$ cat src/lct_queue.sv
// ----------------------------------------------------------------------------
// lct_queue
// Two-entry command queue between the classifier and the execution unit.
// ----------------------------------------------------------------------------
module lct_queue #(
   parameter int WIDTH = 8
) (
   input  logic             clock,
   input  logic             reset,
   input  logic             push_valid,
   output logic             push_ready,
   input  logic [WIDTH-1:0] push_data,
   output logic             pop_valid,
   input  logic             pop_ready,
   output logic [WIDTH-1:0] pop_data
);
   logic [WIDTH-1:0] slot_ff [2];
   logic             wr_ptr_ff, wr_ptr_in;
   logic             rd_ptr_ff, rd_ptr_in;
   logic [1:0]       fill_ff, fill_in;
   logic             push, pop;

   assign push_ready = (fill_ff != 2'd2);
   assign pop_valid  = (fill_ff != 2'd0);
   assign pop_data   = slot_ff[rd_ptr_ff];
   assign push       = push_valid && push_ready;
   assign pop        = pop_valid && pop_ready;

   always_comb begin
      wr_ptr_in = push ? ~wr_ptr_ff : wr_ptr_ff;
      rd_ptr_in = pop ? ~rd_ptr_ff : rd_ptr_ff;
      fill_in   = fill_ff + 2'(push) - 2'(pop);
   end

   always_ff @(posedge clock) begin
      if (reset) begin
         wr_ptr_ff <= 1'b0;
         rd_ptr_ff <= 1'b0;
         fill_ff   <= 2'd0;
      end else begin
         wr_ptr_ff <= wr_ptr_in;
         rd_ptr_ff <= rd_ptr_in;
         fill_ff   <= fill_in;
      end
   end

   always_ff @(posedge clock) begin
      if (push) begin
         slot_ff[wr_ptr_ff] <= push_data;
      end
   end

endmodule

$ cat config.mk
export PLATFORM = sky130hd
export DESIGN_NAME = lct_queue
export DESIGN_NICKNAME = d
export VERILOG_FILES = /design/src/lct_queue.sv
export SDC_FILE = /design/constraint.sdc
export NUM_CORES = 1
export LEC_CHECK = 0
export ABC_AREA = 1
export BUFFER_PORTS_ARGS = -buffer_cell sky130_fd_sc_hd__buf_2
export CAP_MARGIN = 0
export CORE_AREA = 2 2 49 51
export DETAILED_ROUTE_END_ITERATION = 16
export DIE_AREA = 0 0 51 53
export GPL_ROUTABILITY_DRIVEN = 0
export GPL_TIMING_DRIVEN = 0
export PLACE_DENSITY = 0.75
export SYNTH_ARGS = -nofsm -noshare
export SYNTH_HDL_FRONTEND = slang
export SYNTH_SLANG_ARGS = --single-unit
$ cat constraint.sdc
create_clock -name clock -period 2.67 [get_ports clock]
set_input_delay 0.4005 -clock clock [delete_from_list [all_inputs] [get_ports clock]]
set_output_delay 0.4005 -clock clock [all_outputs]
set_load 0.02 [all_outputs]
Yosys cells after proc, flatten, opt, wreduce, memory -nomap -nowiden
Memories as Yosys holds them, arrays and structs flattened. A register that Yosys moved wholly into a read port is not among the register bits.
Cells that the tools add are included.
Widths: inputs -> output; s select.

word-level totals
  register bits = 4
  bits of input ports = 12
  memory bits (writable) = 16
  memories kept = 1

memories
  name     depth  width  rd ports  clocked after Yosys merged registers in  write ports  line  source
  slot_ff  2      8      1         1                                        1            17    logic [WIDTH-1:0] slot_ff [2];

operators by class
  eq/ne operators = 1
  add/sub/neg operators = 2
  mux-type cells = 4
  bitwise gates (word level) = 2
  reductions and logical operators = 3

operators by type and width
  cell                count
  $mux 1              4
  $add 2x1->2         1
  $logic_and 1x1->1   2
  $ne 2x2->1 const B  1
  $not 1->1           2
  $reduce_bool 2->1   1
  $sub 2x1->2         1

Depth between registers and ports, before layout
  depth in word-level cells = 4
  mapped depth = 11
  gate-level depth less buffers = 11

Least setup slack after synthesis
Ideal clock, no wire load.

  path type = reg2reg
  start point = register fill_ff[0]
  end point = register fill_ff[1]
  stages on the path, launching flop included = 11
  arrival = 1383 ps
  path buffers = 0
  library setup time = 115 ps
  setup slack = 1172 ps
  clock period less this slack = 1498 ps
  path through = dfxtp_1 > inv_1 > nand2_2 > nand2_1 > ha_1 > inv_1 > ha_1 > inv_1 > nand2_1 > a21oi_1 > nor2_1

on the way
  cells in the longest elaborated chain, start to end = 4

RTL lines
  item                    line  source
  start, declared         20    logic [1:0] fill_ff, fill_in;
  start signal, assigned  43    fill_ff <= fill_in;
  $ne 2x2->1              23    assign push_ready = (fill_ff != 2'd2);
  net push_ready          11    output logic push_ready,
  $logic_and 1x1->1       26    assign push = push_valid && push_ready;
  $add 2x1->2             32    fill_in = fill_ff + 2'(push) - 2'(pop);
  $sub 2x1->2             32

The timed path passes the listed nets, and every way through them passes these cells.
A chain may end at the register's enable or synchronous reset.

==> out/results.ini <==
[critical_path]
r2r_end=fill_ff[1]
path_class=reg2out
crit_slowest_cell=dfxtp_1
cp_data_required_time_ns=2.27
cpPeakStageDelay_ns=0.34
rrSetupSlack_ns=1.10
r2r-start=fill_ff[0]
ff2ff_path_depth=10
setup.worst_path.end_class=output pin
crit_fanout=8
endpoint=pop_data[6]
critPathTopFamily=flip-flops
start_kind=flop
crit_cells=3
cp.arrival_ns=1.24
worstPathCellList=buf_6 > mux2_4 > buf_2
critical_path_buf_inv_count=2

[cts]
hold_buffers=0
clockBufferDepth=2
cts_root_buf=clkbuf_4
htree_levels=1
postCtsSetupRepairBufs=0
cts_made_buffers=3
insertion_delay_ns=0.29
cts_resized=0
cts.sinks=21
clk_pin_slew_worst_paths_ns=0.11
cts_tree=built

[die]
pin_count=22
core_um2=2150
initial_core_util_pct=40.8
dieArea_um2=2700
core.rowCount=17
die_x_um=51
die_h_um=53

[pwr]
vdd_ir_drop_max_v=0.000490
pwr_density_cell_nw_per_um2=927
leakage_nw=0.459

[sta]
tightestPinTransition_ns=0.707
fin_skew_ns=0.000884
final.setup.tns_ns=0
fin_ws_ns=1.03
clock.fmax_mhz=609
max_slew_margin_pct=52.7
min_period_over_period_pct=61.5
rsz0062_at_grt=false
report.final.slew_viol_count=0
hold_viol=0
setup_viol=0
period_needed_ns=1.64

[placed_design]
dpl.hpwl_um=958
port-buffer-count=21
preCtsSetupSlack_ns=1.11

[synthesis]
netlist_area_um2=876
synth_compound_area_share_pct=1.14
yosys-top-cells-area=edfxtp_1 (55%), mux2_4 (14%), dfxtp_1 (11%)
synth_top_family_by_area=multiplexers
synth.top_cell.area_share_pct=54.9
syn_area_per_cell_um2=14.1
yosys.area_share.simple_pct=11.3
yosysTopAreaCell=edfxtp_1
synth_edf_count=16
netlist_top_cells_count=edfxtp_1 (16), inv_1 (8), mux2_4 (8)
synthFlopType=edfxtp_1
ys.warnings.count=0
syn_inst=62
synth_adder_area_share_pct=2.86
synth-seq-area-share_pct=66.3
synthMuxAreaShare_pct=13.7
yosys_register_bits=21
synthMostInstantiatedCell=edfxtp_1
yosys.area_share.xor_xnor_pct=0
synth.distinct_cells=14
synth_nets=76
synthArstFlopShare_pct=0

[layout]
area_delta_synth_final_pct=19.1
finish.net_count=102
drive_gt1_share_pct=44.8
antenna_cells=0

[global_route]
overflow=0
antenna_found_initial=0
grt_pass1_wl_um=2010
grt_max_degree=13
grt_usage_pct=10.0
grt_pass1_vias=488

[worst_hold_path]
hold_path_class=in2reg
holdCritStartpoint=reset

[routing]
firstDrtPassIters=4
wl_met2_um=614
remaining_drc_errors=0
vias=517
routedLengthMet1_um=503
top_layer=met3
routedWlPerCell_um=10.6
drt_iter0_drc=8
route.met3.wl_um=103
drt-total-wl_um=1220
vias_per_cell=4.50
antenna_left=0

[flow_run]
cap_violations=0

[run_status]
status=finished clean

area by class of cell:
cell class | count | area (µm²)
buffer | 1 | 11.3
clock buffer | 3 | 22.5
clock inverter | 1 | 5.00
fill | 202 | 1100
inverter | 8 | 30.0
multi-input combinational | 32 | 254
sequential | 21 | 581
tap | 28 | 35.0
timing repair buffer | 21 | 105
metal layers:
metal | global-route usage, % | vias to the layer above
met5 | 0 | -
met4 | 2.70 | 0
met3 | 3.39 | 0
met2 | 18.8 | 19
met1 | 10.7 | 235
li1 | - | 263
cell families (layout without fill, tap and decap cells):
kind of cell	count (synthesis)	in the layout
AO/OA/AOI/OAI	2	2
buffers and inverters	9	34
multiplexers	8	8
adder cells (fa/ha/maj)	2	2
AND/OR/NAND/NOR	20	20
flip-flops	21	21
flip-flops by register name, indices dropped and copies added (netlist names), named ones only:
register	count
slot_ff	16
fill_ff	2
rd_ptr_ff	1
wr_ptr_ff	1
stage by stage:
stage               power, mW  util (%)  instances  cell area (µm²)  hold slack (ns)
finish                  0.967      48.6        115             1040            0.268
global route             1.04      48.6        115             1040            0.255
CTS                     0.979      48.6        115             1040            0.262
detailed placement      0.837      47.3        111             1020            0.488
global placement        0.823      47.3        111             1020            0.488
floorplan               0.741         -         62              876            0.467
worst min path at each step:
stage | end | cells after the start | slack (ns)
after global routing | fill_ff[0] | 2 | 0.25
final | fill_ff[0] | 2 | 0.27
after detailed placement | flop | 2 | 0.49
after floorplan | flop | 2 | 0.47
after CTS | fill_ff[0] | 2 | 0.26
after global placement | rd_ptr_ff | 2 | 0.49
layout by cell type, fill, tap and decap left out, drive strengths merged:
cell type | synthesis | layout
buf | 1 | 22
edfxtp | 16 | 16
nor2 | 9 | 9
inv | 8 | 8
mux2 | 8 | 8
nand2 | 8 | 8
dfxtp | 5 | 5
clkbuf | 0 | 3
nand3 | 3 | 3
a21oi | 2 | 2
ha | 2 | 2
clkinv | 0 | 1
power breakdown:
part	internal, mW	total, mW	switching (mW)	leakage [nW]
Clock	0.0556	0.141	0.0856	0.0177
Combinational	0.159	0.376	0.217	0.250
Sequential	0.419	0.450	0.0313	0.191
Power figures use the tool's default switching activity.
